$ cat src/design/bcem_pkg.sv
// Package: shared types and constants of the bytecode emitter with line marks
`timescale 1ns / 1ps

package bcem_pkg;

    localparam int CFG_W      = 8;
    localparam int LINE_LIMIT = 65535;

    localparam logic [CFG_W-1:0] EXT_OPCODE_RESET  = 8'd55;
    localparam logic [CFG_W-1:0] LINE_OPCODE_RESET = 8'd54;

    localparam logic REG_EXTENSION_OPCODE = 1'b0;
    localparam logic REG_LINE_OPCODE      = 1'b1;

    localparam logic CMD_EMIT     = 1'b0;
    localparam logic CMD_SET_LINE = 1'b1;

    typedef enum logic [1:0] {
        ST_IDLE,
        ST_HEAD,
        ST_EXT_BYTE,
        ST_LOW
    } ctrl_state_t;

    typedef enum logic [1:0] {
        SEL_EXT_OP,
        SEL_EXT_BYTE,
        SEL_OP,
        SEL_LOW
    } byte_sel_t;

    typedef struct packed {
        logic      load;
        logic      load_second;
        logic      dec_pairs;
        logic      out_load;
        logic      out_last;
        byte_sel_t sel;
    } emit_cmd_t;

    typedef struct packed {
        logic starts;
        logic out_free;
        logic pairs_zero;
        logic has_second;
    } emit_status_t;

endpackage

$ cat src/design/bytecode_emitter_with_line_marks_top.sv
// Top level: bytecode emitter with pending source-line marks
`timescale 1ns / 1ps

// One input transfer is either an emit command or a set-line command. The block
// takes a transfer, then sends the bytes it causes one per cycle, when the output
// is not stalled, through an output register: a pending line marker (up to four
// bytes), then the instruction (two bytes plus two per extension pair, at most
// ARG_BYTES-1 pairs). The controller walks extension pairs with a down counter,
// and output backpressure stalls the byte sequence. A new transfer is taken once
// the last byte of the previous one is in the output register. Configuration
// writes are registered and are meant for idle.
module bytecode_emitter_with_line_marks_top #(
    parameter int ARG_BYTES = 4
) (
    input  logic                       clk,
    input  logic                       rst_n,
    input  logic                       cfg_write,
    input  logic                       cfg_index,
    input  logic [bcem_pkg::CFG_W-1:0] cfg_data,
    input  logic                       in_valid,
    output logic                       in_ready,
    input  logic                       command,
    input  logic [7:0]                 opcode,
    input  logic signed [31:0]         argument,
    input  logic signed [20:0]         line_value,
    input  logic                       flag_reset,
    input  logic                       flag_absolute,
    input  logic                       flag_force,
    output logic                       out_valid,
    input  logic                       out_ready,
    output logic [7:0]                 out_byte,
    output logic                       last_byte
);

    bcem_pkg::emit_cmd_t    cmd;
    bcem_pkg::emit_status_t status;

    bcem_ctrl u_ctrl (
        .clk      (clk),
        .rst_n    (rst_n),
        .in_valid (in_valid),
        .in_ready (in_ready),
        .status   (status),
        .cmd      (cmd)
    );

    bcem_datapath #(
        .ARG_BYTES (ARG_BYTES)
    ) u_datapath (
        .clk           (clk),
        .rst_n         (rst_n),
        .cmd           (cmd),
        .status        (status),
        .cfg_write     (cfg_write),
        .cfg_index     (cfg_index),
        .cfg_data      (cfg_data),
        .command       (command),
        .opcode        (opcode),
        .argument      (argument),
        .line_value    (line_value),
        .flag_reset    (flag_reset),
        .flag_absolute (flag_absolute),
        .flag_force    (flag_force),
        .out_ready     (out_ready),
        .out_valid     (out_valid),
        .out_byte      (out_byte),
        .last_byte     (last_byte)
    );

endmodule

$ cat src/design/bcem_datapath.sv
// Datapath: line state, instruction registers, pair counter and output register
`timescale 1ns / 1ps

module bcem_datapath #(
    parameter int ARG_BYTES = 4
) (
    input  logic                        clk,
    input  logic                        rst_n,
    input  bcem_pkg::emit_cmd_t         cmd,
    output bcem_pkg::emit_status_t      status,
    input  logic                        cfg_write,
    input  logic                        cfg_index,
    input  logic [bcem_pkg::CFG_W-1:0]  cfg_data,
    input  logic                        command,
    input  logic [7:0]                  opcode,
    input  logic signed [31:0]          argument,
    input  logic signed [20:0]          line_value,
    input  logic                        flag_reset,
    input  logic                        flag_absolute,
    input  logic                        flag_force,
    input  logic                        out_ready,
    output logic                        out_valid,
    output logic [7:0]                  out_byte,
    output logic                        last_byte
);

    localparam int VAL_W = (8 * ARG_BYTES > 32) ? 8 * ARG_BYTES : 32;
    localparam int NB    = VAL_W / 8;
    localparam int PW    = (ARG_BYTES > 1) ? $clog2(ARG_BYTES) : 1;
    localparam logic signed [20:0] LIMIT_S = 21'(bcem_pkg::LINE_LIMIT);

    function automatic logic [PW-1:0] pair_count(input logic signed [VAL_W-1:0] v);
        logic [PW-1:0] p;
        p = '0;
        if (v > 255)
        begin
            for (int k = 1; k < NB; k++)
            begin
                if (v[8*k +: 8] != 8'd0)
                begin
                    p = (k < ARG_BYTES) ? PW'(k) : PW'(ARG_BYTES - 1);
                end
            end
        end
        return p;
    endfunction

    logic [7:0]              ext_opcode_reg, ext_opcode_next;
    logic [7:0]              line_opcode_reg, line_opcode_next;
    logic signed [16:0]      previous_line_reg, previous_line_next;
    logic [15:0]             line_base_reg, line_base_next;
    logic signed [16:0]      pending_line_reg, pending_line_next;
    logic                    pending_valid_reg, pending_valid_next;
    logic [7:0]              cur_op_reg, cur_op_next;
    logic signed [VAL_W-1:0] cur_val_reg, cur_val_next;
    logic [PW-1:0]           pairs_reg, pairs_next;
    logic [7:0]              sec_op_reg, sec_op_next;
    logic signed [VAL_W-1:0] sec_val_reg, sec_val_next;
    logic [PW-1:0]           sec_pairs_reg, sec_pairs_next;
    logic                    has_second_reg, has_second_next;
    logic                    out_valid_reg, out_valid_next;
    logic [7:0]              out_byte_reg, out_byte_next;
    logic                    out_last_reg, out_last_next;

    logic signed [20:0]      line_sat;
    logic signed [16:0]      line_abs;
    logic signed [16:0]      line_rel;
    logic signed [VAL_W-1:0] arg_ext;
    logic signed [VAL_W-1:0] pend_ext;
    logic signed [VAL_W-1:0] abs_ext;

    always_comb
    begin
        line_sat = (line_value > LIMIT_S) ? LIMIT_S : line_value;
        line_abs = (line_sat < 21'sd1) ? 17'sd1 : line_sat[16:0];
        line_rel = line_sat[16:0] - $signed({1'b0, line_base_reg});
        arg_ext  = VAL_W'(argument);
        pend_ext = VAL_W'(pending_line_reg);
        abs_ext  = VAL_W'(line_abs);
    end

    always_comb
    begin
        ext_opcode_next    = ext_opcode_reg;
        line_opcode_next   = line_opcode_reg;
        previous_line_next = previous_line_reg;
        line_base_next     = line_base_reg;
        pending_line_next  = pending_line_reg;
        pending_valid_next = pending_valid_reg;
        cur_op_next        = cur_op_reg;
        cur_val_next       = cur_val_reg;
        pairs_next         = pairs_reg;
        sec_op_next        = sec_op_reg;
        sec_val_next       = sec_val_reg;
        sec_pairs_next     = sec_pairs_reg;
        has_second_next    = has_second_reg;
        out_valid_next     = out_valid_reg;
        out_byte_next      = out_byte_reg;
        out_last_next      = out_last_reg;

        if (cfg_write)
        begin
            unique case (cfg_index)
                bcem_pkg::REG_EXTENSION_OPCODE: ext_opcode_next  = cfg_data;
                bcem_pkg::REG_LINE_OPCODE:      line_opcode_next = cfg_data;
            endcase
        end

        if (cmd.load)
        begin
            has_second_next = 1'b0;
            if (command == bcem_pkg::CMD_EMIT)
            begin
                sec_op_next    = opcode;
                sec_val_next   = arg_ext;
                sec_pairs_next = pair_count(arg_ext);
                if (pending_valid_reg)
                begin
                    cur_op_next     = line_opcode_reg;
                    cur_val_next    = pend_ext;
                    pairs_next      = pair_count(pend_ext);
                    has_second_next = 1'b1;
                end
                else
                begin
                    cur_op_next  = opcode;
                    cur_val_next = arg_ext;
                    pairs_next   = pair_count(arg_ext);
                end
                pending_valid_next = 1'b0;
            end
            else
            begin
                cur_op_next  = line_opcode_reg;
                cur_val_next = abs_ext;
                pairs_next   = pair_count(abs_ext);
                priority if (flag_reset)
                begin
                    if (flag_absolute)
                    begin
                        previous_line_next = line_abs;
                    end
                    line_base_next     = 16'(line_abs - 17'sd1);
                    pending_valid_next = 1'b0;
                end
                else if (line_sat < 21'sd0)
                begin
                    previous_line_next = -17'sd1;
                    pending_valid_next = 1'b0;
                end
                else if (flag_force || line_sat[16:0] != previous_line_reg)
                begin
                    previous_line_next = line_sat[16:0];
                    pending_line_next  = line_rel;
                    pending_valid_next = 1'b1;
                end
            end
        end
        else if (cmd.load_second)
        begin
            cur_op_next     = sec_op_reg;
            cur_val_next    = sec_val_reg;
            pairs_next      = sec_pairs_reg;
            has_second_next = 1'b0;
        end
        else if (cmd.dec_pairs)
        begin
            pairs_next = pairs_reg - 1'b1;
        end

        if (cmd.out_load)
        begin
            out_valid_next = 1'b1;
            out_last_next  = cmd.out_last;
            unique case (cmd.sel)
                bcem_pkg::SEL_EXT_OP:   out_byte_next = ext_opcode_reg;
                bcem_pkg::SEL_EXT_BYTE: out_byte_next = 8'(cur_val_reg >> {pairs_reg, 3'b000});
                bcem_pkg::SEL_OP:       out_byte_next = cur_op_reg;
                bcem_pkg::SEL_LOW:      out_byte_next = cur_val_reg[7:0];
            endcase
        end
        else if (out_ready)
        begin
            out_valid_next = 1'b0;
        end
    end

    always_ff @(posedge clk or negedge rst_n)
    begin
        if (!rst_n)
        begin
            ext_opcode_reg    <= bcem_pkg::EXT_OPCODE_RESET;
            line_opcode_reg   <= bcem_pkg::LINE_OPCODE_RESET;
            previous_line_reg <= -17'sd1;
            line_base_reg     <= '0;
            pending_valid_reg <= 1'b0;
            pairs_reg         <= '0;
            has_second_reg    <= 1'b0;
            out_valid_reg     <= 1'b0;
        end
        else
        begin
            ext_opcode_reg    <= ext_opcode_next;
            line_opcode_reg   <= line_opcode_next;
            previous_line_reg <= previous_line_next;
            line_base_reg     <= line_base_next;
            pending_valid_reg <= pending_valid_next;
            pairs_reg         <= pairs_next;
            has_second_reg    <= has_second_next;
            out_valid_reg     <= out_valid_next;
        end
    end

    always_ff @(posedge clk)
    begin
        pending_line_reg <= pending_line_next;
        cur_op_reg       <= cur_op_next;
        cur_val_reg      <= cur_val_next;
        sec_op_reg       <= sec_op_next;
        sec_val_reg      <= sec_val_next;
        sec_pairs_reg    <= sec_pairs_next;
        out_byte_reg     <= out_byte_next;
        out_last_reg     <= out_last_next;
    end

    always_comb
    begin
        status.starts     = (command == bcem_pkg::CMD_EMIT) || (flag_reset && flag_absolute);
        status.out_free   = !out_valid_reg || out_ready;
        status.pairs_zero = (pairs_reg == '0);
        status.has_second = has_second_reg;
    end

    assign out_valid = out_valid_reg;
    assign out_byte  = out_byte_reg;
    assign last_byte = out_last_reg;

    // no byte overwritten before its transfer
    a_out_no_overwrite: assert property (@(posedge clk) disable iff (!rst_n)
        cmd.out_load |-> (!out_valid_reg || out_ready))
        else $error("output register overwritten");

    a_ext_byte_has_pair: assert property (@(posedge clk) disable iff (!rst_n)
        (cmd.out_load && cmd.sel == bcem_pkg::SEL_EXT_BYTE) |-> (pairs_reg != '0))
        else $error("extension byte with no pair left");

    a_pending_dropped: assert property (@(posedge clk) disable iff (!rst_n)
        (cmd.load && command == bcem_pkg::CMD_EMIT) |=> !pending_valid_reg)
        else $error("pending line survived an emit");

endmodule

$ cat src/design/bcem_ctrl.sv
// Controller: sequences the bytes of one or two instructions per transfer
`timescale 1ns / 1ps

module bcem_ctrl (
    input  logic                   clk,
    input  logic                   rst_n,
    input  logic                   in_valid,
    output logic                   in_ready,
    input  bcem_pkg::emit_status_t status,
    output bcem_pkg::emit_cmd_t    cmd
);

    bcem_pkg::ctrl_state_t state_reg, state_next;

    always_ff @(posedge clk or negedge rst_n)
    begin
        if (!rst_n)
        begin
            state_reg <= bcem_pkg::ST_IDLE;
        end
        else
        begin
            state_reg <= state_next;
        end
    end

    always_comb
    begin
        state_next      = state_reg;
        in_ready        = 1'b0;
        cmd.load        = 1'b0;
        cmd.load_second = 1'b0;
        cmd.dec_pairs   = 1'b0;
        cmd.out_load    = 1'b0;
        cmd.out_last    = 1'b0;
        cmd.sel         = bcem_pkg::SEL_OP;

        unique case (state_reg)
            bcem_pkg::ST_IDLE:
            begin
                in_ready = 1'b1;
                if (in_valid)
                begin
                    cmd.load = 1'b1;
                    if (status.starts)
                    begin
                        state_next = bcem_pkg::ST_HEAD;
                    end
                end
            end
            bcem_pkg::ST_HEAD:
            begin
                if (status.out_free)
                begin
                    cmd.out_load = 1'b1;
                    if (!status.pairs_zero)
                    begin
                        cmd.sel    = bcem_pkg::SEL_EXT_OP;
                        state_next = bcem_pkg::ST_EXT_BYTE;
                    end
                    else
                    begin
                        cmd.sel    = bcem_pkg::SEL_OP;
                        state_next = bcem_pkg::ST_LOW;
                    end
                end
            end
            bcem_pkg::ST_EXT_BYTE:
            begin
                if (status.out_free)
                begin
                    cmd.out_load  = 1'b1;
                    cmd.sel       = bcem_pkg::SEL_EXT_BYTE;
                    cmd.dec_pairs = 1'b1;
                    state_next    = bcem_pkg::ST_HEAD;
                end
            end
            bcem_pkg::ST_LOW:
            begin
                if (status.out_free)
                begin
                    cmd.out_load = 1'b1;
                    cmd.sel      = bcem_pkg::SEL_LOW;
                    cmd.out_last = !status.has_second;
                    if (status.has_second)
                    begin
                        cmd.load_second = 1'b1;
                        state_next      = bcem_pkg::ST_HEAD;
                    end
                    else
                    begin
                        state_next = bcem_pkg::ST_IDLE;
                    end
                end
            end
        endcase
    end

    a_start_enters_head: assert property (@(posedge clk) disable iff (!rst_n)
        (in_valid && in_ready && status.starts) |=> (state_reg == bcem_pkg::ST_HEAD))
        else $error("emitting transfer did not start byte sequence");

endmodule

$ cat config.mk
export PLATFORM = sky130hd
export DESIGN_NAME = bytecode_emitter_with_line_marks_top
export DESIGN_NICKNAME = d
export VERILOG_FILES = /design/src/design/bcem_pkg.sv /design/src/design/bytecode_emitter_with_line_marks_top.sv /design/src/design/bcem_datapath.sv /design/src/design/bcem_ctrl.sv
export SDC_FILE = /design/constraint.sdc
export NUM_CORES = 1
export LEC_CHECK = 0
export BUFFER_PORTS_ARGS = -buffer_cell sky130_fd_sc_hd__clkbuf_2
export CAP_MARGIN = 25
export CORE_ASPECT_RATIO = 0.7
export CORE_MARGIN = 1.5
export CORE_UTILIZATION = 54
export CTS_CLUSTER_SIZE = 14
export DETAILED_ROUTE_END_ITERATION = 6
export PLACE_DENSITY = 0.85
export SETUP_SLACK_MARGIN = 0.4
export SLEW_MARGIN = 30
export SYNTH_ARGS = -nofsm -noshare
export SYNTH_HDL_FRONTEND = slang
export SYNTH_SLANG_ARGS = --single-unit
$ cat constraint.sdc
create_clock -name clk -period 10.1 [get_ports clk]
set_input_delay 2.02 -clock clk [delete_from_list [all_inputs] [get_ports clk]]
set_output_delay 2.02 -clock clk [all_outputs]
set_load 0.05 [all_outputs]
# Yosys cells after proc, flatten, opt, wreduce, memory -nomap -nowiden

Index checks and enable logic that the tools add are counted.

Order comparisons: 6
Shifts and indexed selects: 1
Add/sub/neg operators: 3
Eq/ne operators: 14
Reduce and logical (&&, ||, !) cells: 27
Bitwise logic cells: 4
Multiplexer cells: 63

Operators with widths:

| cell                    | count |
|---|---|
| $mux W32                | 4 |
| $mux W17                | 5 |
| $mux W2                 | 21 |
| $reduce_bool A8 Y1      | 5 |
| $gt A17 B9 Y1 const B   | 2 |
| $gt A32 B9 Y1 const B   | 1 |
| $mux W8                 | 4 |
| $pmux W8 S4             | 1 |
| $shr A32 B5 Y8          | 1 |
| $mux W1                 | 23 |
| $gt A21 B17 Y1 const B  | 1 |
| $lt A21 B1 Y1 const B   | 1 |
| $lt A21 B2 Y1 const B   | 1 |
| $mux W21                | 1 |
| $ne A17 B17 Y1          | 1 |
| $sub A17 B16 Y17        | 1 |
| $sub A16 B2 Y16 const B | 1 |
| $ne A2 B2 Y1 const B    | 5 |
| $reduce_and A2 Y1       | 5 |
| $reduce_and A5 Y1       | 2 |
| $eq A2 B2 Y1 const B    | 4 |
| $pmux W2 S4             | 1 |
| $logic_not A2 Y1        | 3 |
| $pmux W2 S3             | 1 |
| other kinds (14)        | 23 |

Logic and storage cells: 135
Output and inout bits: 11
Register bits after elaboration: 164
Bits of input ports: 79

# Depth between registers and ports, before layout

Gate-level depths: netlist (run 1).

Depth in word-level cells: 10
Depth in mapped cells: 14
Gate-level depth less buffers: 12

# Modules after synthesis

From an unflattened synthesis (run 1), not the netlist that was laid out.

Cells, all modules: 815
Area total of the unflattened synthesis: 9,095.0 sq um

Modules (own cells, without submodules):

| module        | sequential area each (sq um) | instances | cells an instance | area each (sq um) |
|---|---|---|---|---|
| bcem_datapath | 4,626.9                      | 1         | 784               | 8,827.2 |
| bcem_ctrl     | 50.0                         | 1         | 31                | 267.8 |

# Worst setup path before layout (run 1)

Ideal clock, no wire load.

Path kind: input to register
Start: input out_ready
End: register u_datapath.cur_op_reg[0] (enable)
Arrival: 5.178 ns
Setup slack: 4.425 ns
Stages: 3
Path buffers: 1
Required time: 9.603 ns
Library setup time: 0.497 ns
Cells stage by stage: nor2b_1 clkbuf_1 o21ai_0

Cells in the longest elaborated chain, start to end: 4

RTL lines:

| item                                | RTL line                                   | source |
|---|---|---|
| from (decl)                         | bytecode_emitter_with_line_marks_top.sv:30 | `input logic out_ready,` |
| $logic_or A1 B1 Y1                  | bcem_datapath.sv:229                       | `status.out_free = !out_valid_reg \|\| out_ready;` |
| $mux W1                             | bcem_ctrl.sv:80                            | `if (status.out_free)` |
| $mux W1                             | bcem_ctrl.sv:38                            | `unique case (state_reg)` |
| $reduce_bool A2 Y1 (no source line) | n/a                                        |  |
| to (signal assigned)                | bcem_datapath.sv:217                       | `cur_op_reg <= cur_op_next;` |
| to (decl)                           | bcem_datapath.sv:54                        | `logic [7:0] cur_op_reg, cur_op_next;` |

No other way between the ends.
A chain may end at the register's enable or synchronous reset.

# Final worst setup path (run 1)

Start: input line_value[16]
End: register u_datapath.pending_line_reg[12], data pin

Cells in the longest elaborated chain, start to end: 3

RTL lines:

| item                        | RTL line                                   | source |
|---|---|---|
| from (decl)                 | bytecode_emitter_with_line_marks_top.sv:25 | `input logic signed [20:0] line_value,` |
| $gt A21 B17 Y1              | bcem_datapath.sv:74                        | `line_sat = (line_value > LIMIT_S) ? LIMIT_S : line_value;` |
| $mux W21                    | bcem_datapath.sv:74                        |  |
| $sub A17 B16 Y17            | bcem_datapath.sv:76                        | `line_rel = line_sat[16:0] - $signed({1'b0, line_base_reg});` |
| net u_datapath.line_rel[12] | bcem_datapath.sv:67                        | `logic signed [16:0] line_rel;` |
| to (signal assigned)        | bcem_datapath.sv:216                       | `pending_line_reg <= pending_line_next;` |
| to (decl)                   | bcem_datapath.sv:52                        | `logic signed [16:0] pending_line_reg, pending_line_next;` |

The timed path passes the listed nets, and every way through them passes these cells.

==> results.py, run 1 <==
metrics = {
    "timing": {
        "skew_ps": 7.30,
        "period_share_pct": 57.8,
        "fin_tns_setup_ps": 0,
        "hold_viol_final": 0,
        "setup_viol": 0,
        "timing.final.ws_setup_ps": 4260,
        "slew_violations": 0,
        "holdWs_ps": 495,
        "period_minus_slack_ps": 5840,
        "relSlewSlack_pct": 41.9,
        "tightestPinTransition_ps": 870,
        "rsz0062_at_grt": "false",
        "clock.fmax_mhz": 171,
    },
    "worst_hold_path": {
        "hold_path.class": "reg -> reg",
        "hold_path_startpoint": "u_datapath.line_base_reg[9]",
    },
    "die": {
        "die_height_um": 113,
        "io_pins": 90,
        "rows": 39,
        "initial_core_util_pct": 56.0,
        "core-area_um2": 16600,
        "design.die.area_um2": 18000,
        "dieWidth_um": 160,
    },
    "clock_network": {
        "clk_path_buf_depth": 2,
        "cts-resized-gates": 0,
        "clkLatencyLatePin_ps": 440,
        "cts_root_buf": "clkbuf_16",
        "holdBufCountCts": 0,
        "cts-buffers-inserted": 17,
        "h-tree-depth": 4,
        "post-cts-setup-buffer-count": 0,
        "clock_sinks": 164,
        "cts_tree": "done",
        "clkTransAtPathRegs_ps": 70,
    },
    "setup_path": {
        "end_kind": "flip-flop",
        "slowest_delay_ps": 840,
        "critical_path.cell_chain": "clkbuf_2 > or4_1 > nand2_1 > nand2b_1 > ha_1 > or3_1 > nand2b_1 > o2111ai_1 > nand4b_1 > maj3_1 > a211oi_1 > a221oi_1",
        "arrival_ps": 6010,
        "reg2reg_from": "u_datapath.previous_line_reg[7]",
        "cp_slowest_cell": "or4_1",
        "critical_path_required_ps": 10270,
        "cp_max_fo": 16,
        "worstSetupStartpointType": "primary input",
        "crit_type": "in -> reg",
        "path_common_cell": "nand2b_1",
        "crit_start": "line_value[16]",
    },
    "cells_and_area": {
        "n_antenna_cell": 0,
        "fillerInstances": 1252,
        "areaGrowthSynthToFinish_pct": 13.1,
        "nNetsFinal": 1063,
        "final_util_pct": 63.3,
        "drive_gt1_share_pct": 20.6,
    },
    "pwr": {
        "ir_worst_vdd_mv": 0.197,
        "powerDensity_nw_per_um2": 274,
        "total_power_mw": 2.88,
        "leakage_nw": 4.05,
    },
    "drt": {
        "antenna_left": 0,
        "route.final.wire_length_um": 25200,
        "via_per_inst": 6.49,
        "vias": 7785,
        "wire_per_inst_um": 21.0,
        "drtIter0Drc": 1102,
        "drc": 0,
        "first_pass_iters": 6,
    },
    "synth": {
        "yosys.area_share.adder_pct": 3.40,
        "yosysUniqueCellTypes": 75,
        "syn_avg_cell_area_um2": 10.4,
        "synth-warning-count": 0,
        "synth_xor_area_share_pct": 2.45,
        "yosys.area_share.simple_pct": 16.0,
        "synth-main-ff-cell": "edfxtp_1",
        "synth_nets": 997,
        "synth_seq_cells": 164,
        "synth-compound-area-share_pct": 15.8,
        "synth_top_family_by_area": "simple AND/OR/NAND/NOR gates",
        "netlist_area_um2": 9290,
        "synth.largest_area_cell": "edfxtp_1",
        "synth_edf_count": 108,
        "syn_inst": 895,
        "synth_top_area_share_pct": 34.9,
        "synthArstFlopShare_pct": 34.1,
        "ys_seq_area_share_pct": 50.4,
        "synth_area_leaders": "edfxtp_1, dfrtp_1, dfstp_2",
        "synth.area.mux_share_pct": 8.02,
    },
    "global_routing": {
        "grtUsageTotal_pct": 29.0,
        "grt_max_degree": 57,
        "grt_pass1_vias": 7315,
        "grt_pass1_wl_um": 40000,
        "grt_antenna_before_repair": 1,
        "gr-total-overflow": 0,
    },
    "placement": {
        "portBuffers": 89,
        "place_ws_ps": 4020,
        "gp_congestion": 0.937,
        "hpwl_um": 17800,
    },
    "outcome": {
        "status": "completed",
    },
    "job": {
        "max_cap_violations": 0,
    },
}
critical path: cells and delay by family:
kind / cells / cell delay, ps
AO/OA/AOI/OAI: 3 / 590
adder cells (fa/ha/maj): 2 / 700
buffers and inverters: 1 / 110
AND/OR/NAND/NOR: 6 / 2570
cells by family (layout without fill, tap and decap cells):
kind of cell             after synthesis  in the layout
buffers and inverters                 94            173
AND/OR/NAND/NOR                      301            301
multiplexers                          62             62
flip-flops                           164            164
AO/OA/AOI/OAI                        222            222
adder cells (fa/ha/maj)               25             25
other                                  1              1
XOR/XNOR                              26             26
power by group:
part	switching [mW]	leakage, nW	internal, mW
Combinational	0.676	2.14	0.420
Sequential	0.135	1.63	0.990
Clock	0.281	0.285	0.374
Yosys cell counts (9+ instances only):
cell	count
dfrtp_1	30
nor2_1	100
or4_1	9
ha_1	22
edfxtp_1	108
a21oi_1	52
clkbuf_1	40
nor3_1	15
mux2_2	19
a211oi_1	15
o21ai_0	54
nor2b_1	19
a31oi_1	13
dfstp_2	26
a21o_1	9
xor2_1	11
nor4b_1	11
and3_1	12
nand2_1	74
xnor2_1	15
nor4_1	12
mux2i_1	35
inv_1	40
nand2b_1	13
cells in the final DEF, fill, tap and decap left out, types with 6 or more instances in the layout:
cell type and instances:
clkbuf_2 89, a221oi_1 8, nor2b_1 19, nor4b_1 11
o21ai_0 53, o211ai_1 6, nand4_1 6, nand2b_1 13
buf_4 12, and2_1 6, a31oi_1 13, nor2_1 98
ha_1 22, xnor2_1 15, o21a_1 6, xor2_1 11
dfrtp_1 30, edfxtp_1 108, clkbuf_16 17, nor3_1 13
a211oi_1 15, a21oi_1 52, nor4_1 12, a21o_1 9
o41ai_1 6, dfstp_2 26, and3_1 12, nand3_1 7
or4_1 9, inv_1 40, nand2_1 74, mux4_2 8
mux2i_1 35, mux2_2 19
per-layer routing:
| metal | track usage [%] | wire, um |
|---|---|---|
| met1 | 42.3 | 10600 |
| met2 | 42.0 | 10900 |
| met3 | 8.98 | 3340 |
| met4 | 7.99 | 460 |
| met5 | 0 | 13 |
final timing paths:
check | to | slack [ps] | cells after the start
min | u_datapath.line_base_reg[9] | 490 | 2
max | u_datapath.pending_line_reg[12] | 4260 | 12
max reg2reg | u_datapath.previous_line_reg[5] | 7130 | 7
max in group asynchronous | u_datapath.line_opcode_reg[7] | 7840 | 2
min in group asynchronous | u_datapath.line_base_reg[13] | 1720 | 2
min reg2reg | u_datapath.line_base_reg[9] | 490 | 2
through the flow:
stage | area [um2] | instances
floorplan | 9290 | 895
global placement | 9910 | 1167
detailed placement | 9910 | 1167
CTS | 10500 | 1199
global route | 10500 | 1199
finish | 10500 | 1199
layout make-up:
class	count	area, um2	share of cell area, %
flip-flops and latches	164	4680	44.5
multi-input cells	637	4280	40.7
repair buffers	101	536	5.10
clock buffers	19	443	4.22
well taps	225	282	2.68
inverters	40	150	1.43
clock inverters	13	144	1.37
Note: power is estimated with default switching activity, not from simulation.
==> run 2, diff against run 1 <==
==> constraint.sdc (replaced) <==
create_clock -name clk -period 5.5 [get_ports clk]
set_input_delay 1.1 -clock clk [delete_from_list [all_inputs] [get_ports clk]]
set_output_delay 1.1 -clock clk [all_outputs]
set_load 0.05 [all_outputs]
==> run 2 against run 1 <==
Net effect:
- register-to-register slack worse by 4500 ps
- hold slack worse by 6.4 ps
- wire length up 2.5%
- count of clock-buffer cells in the layout up 1
- critical path depth up 1
- die area unchanged
- cell count up 0.50%
- non-clock buffer count up 6
- highest routed layer is now met4
- cell area up 0.51%
==> results.py, run 2 (synthesized netlist as in run 1, its figures left out) <==
metrics = {
    "setup_path": {
        "cp_max_fo": 16,
        "end_kind": "flip-flop",
        "worstSetupStartpointType": "primary input",
        "critical_path.cell_chain": "clkbuf_2 > or4_1 > buf_4 > nand2_1 > nand2b_1 > ha_1 > or3_1 > nand2b_1 > o2111ai_1 > nand4b_1 > maj3_1 > a211oi_1 > a221oi_1",
        "slowest_delay_ps": 520,
        "path_common_cell": "nand2b_1",
        "cp_slowest_cell": "or4_1",
        "crit_type": "in -> reg",
        "rrSetupSlack_ps": 2670,
        "reg2reg_depth": 9,
        "rr_endpoint": "u_datapath.pending_line_reg[13]",
        "arrival_ps": 4610,
        "path_delay_family": "simple AND/OR/NAND/NOR gates",
        "critical_path_required_ps": 5670,
        "reg2reg_from": "u_datapath.line_base_reg[1]",
        "crit_buf_inv": 2,
    },
    "cells_and_area": {
        "nNetsFinal": 1069,
        "fillerInstances": 1324,
        "most-common-layout-cells": "edfxtp_1, nor2_1, clkbuf_2",
        "areaGrowthSynthToFinish_pct": 13.7,
        "multiInputGateArea_um2": 4270,
        "mostFrequentLayoutCell": "edfxtp_1",
        "seq_area_um2": 4680,
        "drive_gt1_share_pct": 21.1,
        "n_antenna_cell": 0,
    },
    "die": {
        "io_pins": 90,
        "design.die.area_um2": 18000,
        "dieWidth_um": 160,
        "rows": 39,
        "initial_core_util_pct": 56.0,
        "core-area_um2": 16600,
        "die_height_um": 113,
    },
    "timing": {
        "hold_viol_final": 0,
        "slew_violations": 0,
        "relSlewSlack_pct": 43.7,
        "fin_tns_setup_ps": 0,
        "tightestPinTransition_ps": 841,
        "rsz0062_at_grt": "false",
        "period_share_pct": 80.6,
        "setup_viol": 0,
        "clock.fmax_mhz": 226,
        "skew_ps": 9.01,
        "period_minus_slack_ps": 4430,
    },
    "clock_network": {
        "cts-resized-gates": 0,
        "cts_tree": "done",
        "clk_path_buf_depth": 2,
        "holdBufCountCts": 0,
        "post-cts-setup-buffer-count": 0,
        "h-tree-depth": 4,
        "cts_root_buf": "clkbuf_16",
        "cts-buffers-inserted": 17,
        "clock_sinks": 164,
        "clkLatencyLatePin_ps": 440,
        "clkTransAtPathRegs_ps": 60,
    },
    "job": {
        "max_cap_violations": 0,
    },
    "pwr": {
        "total_power_mw": 5.28,
        "leakage_nw": 4.09,
        "powerDensity_nw_per_um2": 500,
        "ir_worst_vdd_mv": 0.288,
    },
    "placement": {
        "hpwl_um": 18200,
        "portBuffers": 89,
        "gp_congestion": 0.933,
    },
    "outcome": {
        "status": "completed",
    },
    "worst_hold_path": {
        "hold_path.class": "reg -> reg",
        "hold_path_startpoint": "u_datapath.line_base_reg[15]",
        "holdPathStages": 2,
        "holdPathEnd": "u_datapath.line_base_reg[15]",
    },
    "drt": {
        "wire_per_inst_um": 21.5,
        "drc": 0,
        "drtIter0Drc": 1004,
        "route.final.wire_length_um": 25900,
        "antenna_left": 0,
        "first_pass_iters": 5,
        "vias": 7697,
        "via_per_inst": 6.39,
    },
    "global_routing": {
        "gr-total-overflow": 0,
        "grt_pass1_wl_um": 40800,
        "grt_max_degree": 57,
        "grt_antenna_before_repair": 2,
        "grt_pass1_vias": 7326,
        "grtUsageTotal_pct": 29.6,
    },
}
-- run 2: changes by cell type in the layout (fill, tap and decap cells not counted), sizes merged --
cell	previous run	this run
inv	46	43
clkinv	3	6
bufinv	2	1
buf	12	18
clkbuf	108	109
-- run 2: how the worst max path moves through the flow --
stage,startpoint,end,depth (start not counted)
after floorplan,out_ready,u_datapath.cur_op_reg[0],3
after global placement,line_value[16],u_datapath.pending_line_reg[12],13
after detailed placement,line_value[16],u_datapath.pending_line_reg[12],13
after CTS,line_value[16],u_datapath.pending_line_reg[12],13
after global routing,line_value[16],u_datapath.pending_line_reg[12],13
final,line_value[16],u_datapath.pending_line_reg[12],13
-- run 2: routing by layer --
metal  global-route usage (%)  vias to the layer above  share of wire, %
met3                     7.59                       46                11
met2                     42.8                      447                44
met5                        0                        -                 0
met1                     43.7                     3728                43
met4                     9.81                        0               1.8
li1                         -                     3476                 -
-- run 2: power breakdown --
part | switching [mW] | internal (mW)
Clock | 0.523 | 0.683
Sequential | 0.242 | 1.82
Combinational | 1.25 | 0.771
-- run 2: final cells by class --
type,instances,share of cell area (%)
Multi-Input combinational cell,637,40.5
Clock inverter,12,1.11
Clock buffer,20,4.54
Tap cell,225,2.67
Sequential cell,164,44.3
Inverter,40,1.42
Timing Repair Buffer,107,5.50
-- run 2: per-stage QoR --
stage	worst slack (ps)	hold slack [ps]	area, um2	instances	utilization [%]
final	1070	489	10600	1205	63.7
after global routing	762	521	10600	1205	63.7
after CTS	1130	484	10600	1205	63.6
after detailed placement	727	469	9960	1173	60.0
after global placement	824	462	9960	1173	60.0
after floorplan	745	443	9290	895	-
-- run 2: tightest hold or removal path, cell delays in order, from the launching register on --
cell and delay, ps:
dfrtp_1 350, nand2_1 50, o41ai_1 60
